`config.mk`:
```
export PLATFORM = sky130hd
export DESIGN_NAME = bidirectional_value_sorter_unit
export DESIGN_NICKNAME = d
export VERILOG_FILES = /design/src/rtl/bvs_pkg.sv /design/src/rtl/bvs_ram.sv /design/src/rtl/bidirectional_value_sorter_unit.sv
export SDC_FILE = /design/constraint.sdc
export NUM_CORES = 2
export LEC_CHECK = 0
export CAP_MARGIN = 10
export CORE_MARGIN = 2
export CORE_UTILIZATION = 50
export CTS_BUF_LIST = sky130_fd_sc_hd__clkbuf_16
export DETAILED_ROUTE_END_ITERATION = 16
export DONT_BUFFER_PORTS = 1
export PLACE_DENSITY = 0.69
export REMOVE_ABC_BUFFERS = 1
export SKIP_LAST_GASP = 1
export SYNTH_ARGS = -nofsm -noshare
export SYNTH_HDL_FRONTEND = slang
export SYNTH_HIERARCHICAL = 1
export SYNTH_SLANG_ARGS = --single-unit
```
`constraint.sdc`:
```
create_clock -name clk -period 9.02 [get_ports clk]
set_clock_uncertainty 0.15 [all_clocks]
set_input_delay 2.706 -clock clk [delete_from_list [all_inputs] [get_ports clk]]
set_output_delay 2.706 -clock clk [all_outputs]
set_load 0.01 [all_outputs]
```
`src/rtl/bvs_pkg.sv`:
```
// Package for the bidirectional value sorter: beat types, sequencer states
// and default sizing. No dependencies.
package bvs_pkg;

    localparam int unsigned CAPACITY_DEF = 64;

    typedef struct packed {
        logic signed [31:0] sample_value;
        logic               batch_end;
    } in_beat_t;

    typedef struct packed {
        logic signed [31:0] sorted_value;
        logic               run_end;
        logic               overflow_seen;
    } out_beat_t;

    typedef enum logic [2:0] {
        ST_LOAD,
        ST_SORT_I,
        ST_SORT_V,
        ST_SORT_C,
        ST_SORT_P,
        ST_EMIT_RD,
        ST_EMIT_LD,
        ST_EMIT_HOLD
    } seq_state_t;

endpackage

```
`src/rtl/bvs_ram.sv`:
```
// Generic simple dual-port RAM: one write port, one read port with a
// registered read. No dependencies.
module bvs_ram #(
    parameter int unsigned WIDTH = 32,
    parameter int unsigned DEPTH = 64
) (
    input  logic                     clk,
    input  logic                     we,
    input  logic [$clog2(DEPTH)-1:0] waddr,
    input  logic [WIDTH-1:0]         wdata,
    input  logic [$clog2(DEPTH)-1:0] raddr,
    output logic [WIDTH-1:0]         rdata
);

    logic [WIDTH-1:0] mem [DEPTH];

    always_ff @(posedge clk)
    begin
        if (we)
        begin
            mem[waddr] <= wdata;
        end
        rdata <= mem[raddr];
    end

endmodule

```
`src/rtl/bidirectional_value_sorter_unit.sv`:
```
// Top level of the bidirectional value sorter.
// Depends on bvs_pkg and bvs_ram.

// Values stream in one beat per cycle while the block is loading and are
// written straight into a CAPACITY-entry RAM; beats past capacity are
// dropped and flag the run as overflowed. The beat with batch_end closes the
// batch: the block then insertion-sorts the RAM in place (ascending, or
// descending when the direction register written by cfg_data is 1) and
// emits the batch as a run of output beats, the last one marked run_end.
// Sorting a batch of n values takes at most n(n-1)/2 element shifts, one per
// cycle, through the single RAM read port with its registered read. Each
// output beat is read from RAM, loaded into the output register and held
// until accepted. No input beat is taken from batch close until the last
// beat of the run is accepted.
module bidirectional_value_sorter_unit
    import bvs_pkg::*;
#(
    parameter int unsigned CAPACITY = CAPACITY_DEF
) (
    input  logic      clk,
    input  logic      rst_n,
    input  logic      in_valid,
    output logic      in_ready,
    input  in_beat_t  in_data,
    output logic      out_valid,
    input  logic      out_ready,
    output out_beat_t out_data,
    input  logic      cfg_valid,
    output logic      cfg_ready,
    input  logic      cfg_data
);

    localparam int unsigned AW = (CAPACITY > 1) ? $clog2(CAPACITY) : 1;
    localparam int unsigned CW = $clog2(CAPACITY + 1);
    localparam logic [CW-1:0] CAP_C = CW'(CAPACITY);
    localparam logic [CW-1:0] ONE_C = CW'(1);

    seq_state_t state_reg, state_next;
    logic [CW-1:0] count_reg, count_next;
    logic [CW-1:0] i_reg, i_next;
    logic [CW-1:0] j_reg, j_next;
    logic [CW-1:0] k_reg, k_next;
    logic          ovf_reg, ovf_next;
    logic          desc_reg;
    logic signed [31:0] v_reg, v_next;
    logic          out_valid_reg, out_valid_next;
    out_beat_t     out_reg, out_next;

    logic          ram_we;
    logic [AW-1:0] ram_waddr, ram_raddr;
    logic [31:0]   ram_wdata, ram_rdata;
    logic          in_acc, out_acc, goes_first, has_room;

    bvs_ram #(.WIDTH(32), .DEPTH(CAPACITY)) u_ram (
        .clk   (clk),
        .we    (ram_we),
        .waddr (ram_waddr),
        .wdata (ram_wdata),
        .raddr (ram_raddr),
        .rdata (ram_rdata)
    );

    assign cfg_ready = 1'b1;
    assign in_ready  = (state_reg == ST_LOAD);
    assign in_acc    = in_valid && in_ready;
    assign out_valid = out_valid_reg;
    assign out_data  = out_reg;
    assign out_acc   = out_valid_reg && out_ready;
    assign has_room  = (count_reg < CAP_C);

    // Held value moves ahead of the entry just read from RAM.
    assign goes_first = desc_reg ? (v_reg > $signed(ram_rdata))
                                 : (v_reg < $signed(ram_rdata));

    // Sequencer next state.
    always_comb
    begin
        state_next = state_reg;
        unique case (state_reg)
            ST_LOAD:
            begin
                if (in_acc && in_data.batch_end)
                begin
                    state_next = ST_SORT_I;
                end
            end
            ST_SORT_I:
            begin
                state_next = (i_reg >= count_reg) ? ST_EMIT_RD : ST_SORT_V;
            end
            ST_SORT_V:    state_next = ST_SORT_C;
            ST_SORT_C:
            begin
                if (!goes_first || j_reg == ONE_C)
                begin
                    state_next = ST_SORT_P;
                end
            end
            ST_SORT_P:    state_next = ST_SORT_I;
            ST_EMIT_RD:   state_next = ST_EMIT_LD;
            ST_EMIT_LD:   state_next = ST_EMIT_HOLD;
            ST_EMIT_HOLD:
            begin
                if (out_acc)
                begin
                    state_next = out_reg.run_end ? ST_LOAD : ST_EMIT_RD;
                end
            end
            default:      state_next = ST_LOAD;
        endcase
    end

    // Datapath, RAM port control and counters.
    always_comb
    begin
        count_next     = count_reg;
        ovf_next       = ovf_reg;
        i_next         = i_reg;
        j_next         = j_reg;
        k_next         = k_reg;
        v_next         = v_reg;
        out_valid_next = out_valid_reg;
        out_next       = out_reg;
        ram_we         = 1'b0;
        ram_waddr      = count_reg[AW-1:0];
        ram_wdata      = in_data.sample_value;
        ram_raddr      = i_reg[AW-1:0];
        unique case (state_reg)
            ST_LOAD:
            begin
                i_next = ONE_C;
                k_next = '0;
                if (in_acc)
                begin
                    if (has_room)
                    begin
                        ram_we     = 1'b1;
                        count_next = count_reg + ONE_C;
                    end
                    else
                    begin
                        ovf_next = 1'b1;
                    end
                end
            end
            ST_SORT_I:
            begin
                ram_raddr = i_reg[AW-1:0];
            end
            ST_SORT_V:
            begin
                v_next    = ram_rdata;
                j_next    = i_reg;
                ram_raddr = AW'(i_reg - ONE_C);
            end
            ST_SORT_C:
            begin
                ram_raddr = AW'(j_reg - CW'(2));
                if (goes_first)
                begin
                    // Shift the entry read from RAM up one slot.
                    ram_we    = 1'b1;
                    ram_waddr = j_reg[AW-1:0];
                    ram_wdata = ram_rdata;
                    j_next    = j_reg - ONE_C;
                end
            end
            ST_SORT_P:
            begin
                ram_we    = 1'b1;
                ram_waddr = j_reg[AW-1:0];
                ram_wdata = v_reg;
                i_next    = i_reg + ONE_C;
            end
            ST_EMIT_RD:
            begin
                ram_raddr = k_reg[AW-1:0];
            end
            ST_EMIT_LD:
            begin
                out_valid_next         = 1'b1;
                out_next.sorted_value  = ram_rdata;
                out_next.run_end       = (k_reg + ONE_C == count_reg);
                out_next.overflow_seen = ovf_reg;
            end
            ST_EMIT_HOLD:
            begin
                if (out_acc)
                begin
                    out_valid_next = 1'b0;
                    k_next         = k_reg + ONE_C;
                    if (out_reg.run_end)
                    begin
                        count_next = '0;
                        ovf_next   = 1'b0;
                    end
                end
            end
            default:
            begin
            end
        endcase
    end

    always_ff @(posedge clk or negedge rst_n)
    begin
        if (!rst_n)
        begin
            state_reg     <= ST_LOAD;
            count_reg     <= '0;
            ovf_reg       <= 1'b0;
            desc_reg      <= 1'b0;
            out_valid_reg <= 1'b0;
            i_reg         <= '0;
            j_reg         <= '0;
            k_reg         <= '0;
        end
        else
        begin
            state_reg     <= state_next;
            count_reg     <= count_next;
            ovf_reg       <= ovf_next;
            out_valid_reg <= out_valid_next;
            i_reg         <= i_next;
            j_reg         <= j_next;
            k_reg         <= k_next;
            if (cfg_valid && cfg_ready)
            begin
                desc_reg <= cfg_data;
            end
        end
    end

    // Payload registers hold without reset.
    always_ff @(posedge clk)
    begin
        v_reg   <= v_next;
        out_reg <= out_next;
    end

endmodule

```
## Word level (Yosys, flattened, before mapping)

Memory sizes are Yosys's and may differ from the RTL's. A register that Yosys moved wholly into a read port is not among the register bits.
Index checks and enable logic that the tools add are counted.

| storage, ports and cells | value |
|---|---|
| register bits after elaboration | 100 |
| RAM bits | 2048 |
| word-level logic and storage cells | 91 |
| memories kept | 1 |

| operators by class | value |
|---|---|
| add/subtract/negate cells | 6 |
| magnitude comparators | 4 |
| equality and inequality tests | 17 |
| muxes and demuxes | 35 |
| reduce and logical (&&, ||, !) cells | 16 |

Memories:

| name | words | width | read ports | clocked after Yosys merged registers in | wr ports | line | text |
|---|---|---|---|---|---|---|---|
| u_ram.mem | 64 | 32 | 1 | 1 | 1 | bvs_ram.sv:15 | `logic [WIDTH-1:0] mem [DEPTH];` |

Operators with widths:

| kind | number |
|---|---|
| $pmux 32 s2 | 1 |
| $pmux 7 s2 | 4 |
| $mux 7 | 6 |
| $gt 32x32->1 | 1 |
| $lt 32x32->1 | 1 |
| $mux 32 | 1 |
| $pmux 3 s8 | 1 |
| $add 7x1->7 const B | 3 |
| $pmux 6 s3 | 1 |
| $mux 3 | 5 |
| $eq 3x3->1 const B | 4 |
| $pmux 6 s2 | 1 |
| $mux 1 | 11 |
| $ne 2x2->1 const B | 5 |
| $reduce_and 5->1 | 2 |
| $reduce_bool 2->1 | 4 |
| $eq 7x1->1 const B | 1 |
| $eq 7x7->1 | 1 |
| $ge 7x7->1 | 1 |
| $lt 7x7->1 const B | 1 |
| $sub 7x1->7 const B | 1 |
| $eq 3x2->1 const B | 2 |
| $mux 6 | 1 |
| $ne 2x1->1 const B | 3 |
| 11 further kinds | 16 |

## Depth between registers and ports, before layout

| logic depth | value |
|---|---|
| depth after elaboration | 6 |
| depth in mapped cells | 17 |
| gate-level depth less buffers | 14 |

## Cells and area by module

The synthesis kept the hierarchy.

Modules (own cells, without submodules):

| module | instances | cells an instance | area each (um^2) | seq. area each (um^2) |
|---|---|---|---|---|
| bvs_ram | 1 | 3324 | 78515.3 | 62139.6 |
| bidirectional_value_sorter_unit | 1 | 593 | 6073.3 | 2832.7 |

## Worst setup path before layout

OpenSTA, ideal clock, no wires.

| timing path | value |
|---|---|
| path type | input to register |
| start | input in_valid |
| end | memory u_ram.mem[48][0] (enable) |
| library setup time | 461 ps |
| data arrival time | 5519 ps |
| required time | 8409 ps |
| setup slack | 2890 ps |
| stages | 5 |
| path through | nand3_1 > nand2_1 > nor2b_1 > nand4b_1 > nor3_1 |

| between the ends | value |
|---|---|
| longest elaborated chain between the ends | 5 |

Ends and longest elaborated chain:

| item | line | text |
|---|---|---|
| start, declared | bidirectional_value_sorter_unit.sv:22 | `input logic in_valid,` |
| $logic_and 1x1->1 | bidirectional_value_sorter_unit.sv:65 | `assign in_acc = in_valid && in_ready;` |
| $mux 1 | bidirectional_value_sorter_unit.sv:133 | `if (in_acc)` |
| $pmux 1 s3 | bidirectional_value_sorter_unit.sv:128 | `unique case (state_reg)` |
| named net ram_we | bidirectional_value_sorter_unit.sv:49 | `logic ram_we;` |
| $mux 1 | bvs_ram.sv:19 | `if (we)` |
| $mux 1 (implied by the code) | bvs_ram.sv:21 | `mem[waddr] <= wdata;` |
| end, declared | bvs_ram.sv:15 |  |

The timed path passes the listed nets, and every way through them passes these cells.

## Worst setup path in the final report

| timing path | value |
|---|---|
| start | register u_ram.rdata[31] (read register of u_ram.mem) |
| end | memory u_ram.mem[22][30] (enable) |

| between the ends | value |
|---|---|
| elaborated cells between the ends (all ways) | 9 |
| those cells by class | order compare (2); mux (7) |

RTL lines:

| item | line | text |
|---|---|---|
| start, declared | bvs_ram.sv:12 | `output logic [WIDTH-1:0] rdata` |
| $lt 32x32->1 / $gt 32x32->1 (equally long branches) | bidirectional_value_sorter_unit.sv:73, bidirectional_value_sorter_unit.sv:72 |  |
| $mux 1 (*) | bidirectional_value_sorter_unit.sv:72 | `assign goes_first = desc_reg ? (v_reg > $signed(ram_rdata))` |
| $mux 6 (*) | bidirectional_value_sorter_unit.sv:159 | `if (goes_first)` |
| $pmux 6 s2 (*) | bidirectional_value_sorter_unit.sv:128 |  |
| named net ram_waddr[2] | bidirectional_value_sorter_unit.sv:50 | `logic [AW-1:0] ram_waddr, ram_raddr;` |

Mark *: on every way through the listed nets, which the timed path passes. The rest lies on a longest branch.

==> flow_metrics.py <==
metrics = {
    "route": {
        "drcViolationCount": 0,
        "num_vias": 41800,
        "drt_pass1_iterations": 8,
        "drt-initial-drc-count": 6206,
        "routed_wl_um": 216000,
        "routedWlPerCell_um": 33.9,
        "via_per_inst": 6.55,
        "ant_nets": 0,
    },
    "timing": {
        "drv_slew": 0,
        "hold_slack_ns": 0.318,
        "fmax_mhz": 154,
        "setup_viol_count_final": 0,
        "slew_headroom": 0.139,
        "rsz0062_at_grt": "false",
        "fin_crit_ns": 6.49,
        "hold_viol": 0,
        "worstMarginPinSlew_ns": 1.29,
        "fin_crit_sh": 0.720,
    },
    "logic_synthesis": {
        "avgSynthCellArea_um2": 21.6,
        "synth_seq_area_share": 0.768,
        "synth_top_cell_by_area": "edfxtp_1",
        "synth_area_um2": 84600,
        "synth.area.top_cells": "edfxtp_1, mux4_2, mux2i_1",
        "synth_common_cells": "edfxtp_1, mux4_2, nor2_1, clkbuf_1, mux2i_1",
        "synth_most_common_cell": "edfxtp_1",
        "ys_seq_elements": 2180,
        "synth_flop_cell": "edfxtp_1",
        "synth_top_cell_area_share": 0.750,
        "yosysWarnings": 6,
        "synth.distinct_cells": 71,
        "synthCells": 3917,
        "synth_edf_count": 2114,
        "async_reset_ff_frac": 0.0156,
    },
    "worst_setup_path": {
        "end_kind": "register",
        "reg2reg_depth": 13,
        "r2r-start": "u_ram/rdata[31]",
        "worstSetupPathType": "register to register",
        "ff2ff_setup_slack_ns": 2.53,
        "worst_setup_path_start_kind": "register",
        "cp.arrival_ns": 6.78,
        "r2r_end": "u_ram/mem[22][30]",
        "worstPathMaxFanout": 32,
        "crit_start": "u_ram/rdata[31]",
        "cp.required_ns": 9.31,
    },
    "grt": {
        "antenna_found_initial": 10,
        "top_usage_layer": "met2",
        "grt_util_all_layers": 0.250,
        "gr-usage-met1": 0.362,
        "grt_use_met2": 0.381,
        "grt_use_met3": 0.0523,
        "grt_pass1_vias": 40200,
        "grt_pass1_wl_um": 306000,
        "grt_max_degree": 126,
        "grt_overflow": 0,
    },
    "finish": {
        "fin_area_um2": 94700,
        "seq_area_um2": 65000,
        "nNetsFinal": 4073,
        "stdcell_count": 6377,
        "largest_reg_flops": 2048,
        "nFillCells": 12000,
        "area_growth_pct": 12.0,
        "multi_input_area_um2": 19200,
        "top_register": "u_ram/mem",
        "drive_gt1_frac": 0.252,
    },
    "clocking": {
        "htreeDepth": 4,
        "cts_hold_buf": 0,
        "clock_path_buffers": 3,
        "cts.clk_slew.worst_paths_ns": 0.06,
        "cts_setup_buffers": 0,
        "cts_tree": "done",
        "root_buffer": "clkbuf_16",
        "cts.sinks": 2180,
        "insertion_delay_ns": 0.86,
        "ctsResizeCount": 0,
        "numCtsBuffers": 210,
    },
    "job": {
        "max_cap_viol_count": 0,
    },
    "die": {
        "die_h_um": 415,
        "core_um2": 168000,
        "start_util": 0.505,
        "io_pins": 76,
        "die_area_um2": 172000,
        "row_count": 150,
        "die_w_um": 415,
    },
    "place": {
        "place.gp.congestion": 0.913,
        "dpl.hpwl_um": 125000,
        "post_dp_cell_area_um2": 87800,
        "place.port_buffers": 0,
        "place_inst": 5978,
    },
    "min_path": {
        "hold_path.class": "register to register",
        "hold_start": "ovf_reg",
        "min_to": "out_data[0]",
        "hold_depth": 0,
    },
    "status": {
        "status": "finished clean",
    },
}
[cell families after synthesis]
family	count (synthesis)	synth area share
AND/OR/NAND/NOR	407	0.0230
buffers and inverters	267	0.0146
flip-flops	2180	0.768
AO/OA/AOI/OAI	347	0.0279
XOR/XNOR	16	0.00166
multiplexers	652	0.158
adder cells (fa/ha/maj)	47	0.00695
other	1	0.0000443
[critical path, cell delays in order (launching register included)]
cell,delay [ns]
dfxtp_1,0.39
inv_1,0.07
ha_1,0.42
nand4_1,0.17
nor2_1,0.30
nand3_1,0.13
a31oi_1,0.29
nor2_1,0.16
o2bb2ai_1,0.22
o21ba_2,0.25
a21oi_4,0.32
mux2i_1,0.79
nand3_1,1.05
nor2_4,1.33
[area by class of cell]
type	count	share of cell area
Antenna cell	6	0.000158
Clock buffer	210	0.0555
Clock inverter	182	0.0169
Inverter	47	0.00186
Multi-Input combinational cell	1470	0.203
Sequential cell	2180	0.686
Tap cell	2204	0.0291
Timing Repair Buffer	78	0.00758
[metal layers]
layer,routed length [um],up-vias
met5,21,-
met3,21800,307
met4,8210,4
met1,84500,22500
li1,-,16600
met2,101000,2311
[layout by cell type (no fill, tap or decap), types with 8 or more instances in the layout]
cell,netlist,layout
a21oi_1,91,89
a221o_4,0,25
a22oi_1,13,13
a311oi_1,9,9
a31oi_1,8,8
and3_1,46,45
buf_12,0,9
buf_4,26,68
bufinv_16,0,21
clkbuf_16,0,210
clkinv_1,0,47
clkinv_2,0,49
clkinvlp_4,0,8
dfrtp_1,34,33
dfxtp_1,32,32
edfxtp_1,2114,2114
ha_1,47,47
inv_1,47,85
mux2i_1,101,101
mux4_2,544,544
nand2_1,65,65
nand2b_1,15,14
nand3_1,26,26
nand4_1,13,13
nor2_1,170,107
nor2_4,0,62
nor2b_1,19,19
nor3_1,16,14
o21ai_0,30,28
o221ai_1,29,27
o22ai_1,86,86
xnor2_1,13,13
[worst max-delay path by stage]
stage                                    to  slack (ns)
after floorplan             u_ram/rdata[29]      -65.45
after global placement    u_ram/mem[22][20]        2.97
after detailed placement  u_ram/mem[45][15]        2.73
after CTS                 u_ram/mem[45][25]        2.70
after global routing      u_ram/mem[22][30]        2.39
final                     u_ram/mem[22][30]        2.53
[metrics by stage]
stage | setup slack, ns | TNS (ns) | util
after global routing | 2.39 | 0 | 0.565
after CTS | 2.70 | 0 | 0.565
after detailed placement | 2.73 | 0 | 0.524
after floorplan | -65.45 | -1958.70 | -
after global placement | 2.97 | 0 | 0.524
final | 2.53 | 0 | 0.565
Power is left out: the tool's default activity adds up to more than one toggle a clock period on the data nets, which glitch-free logic cannot reach.
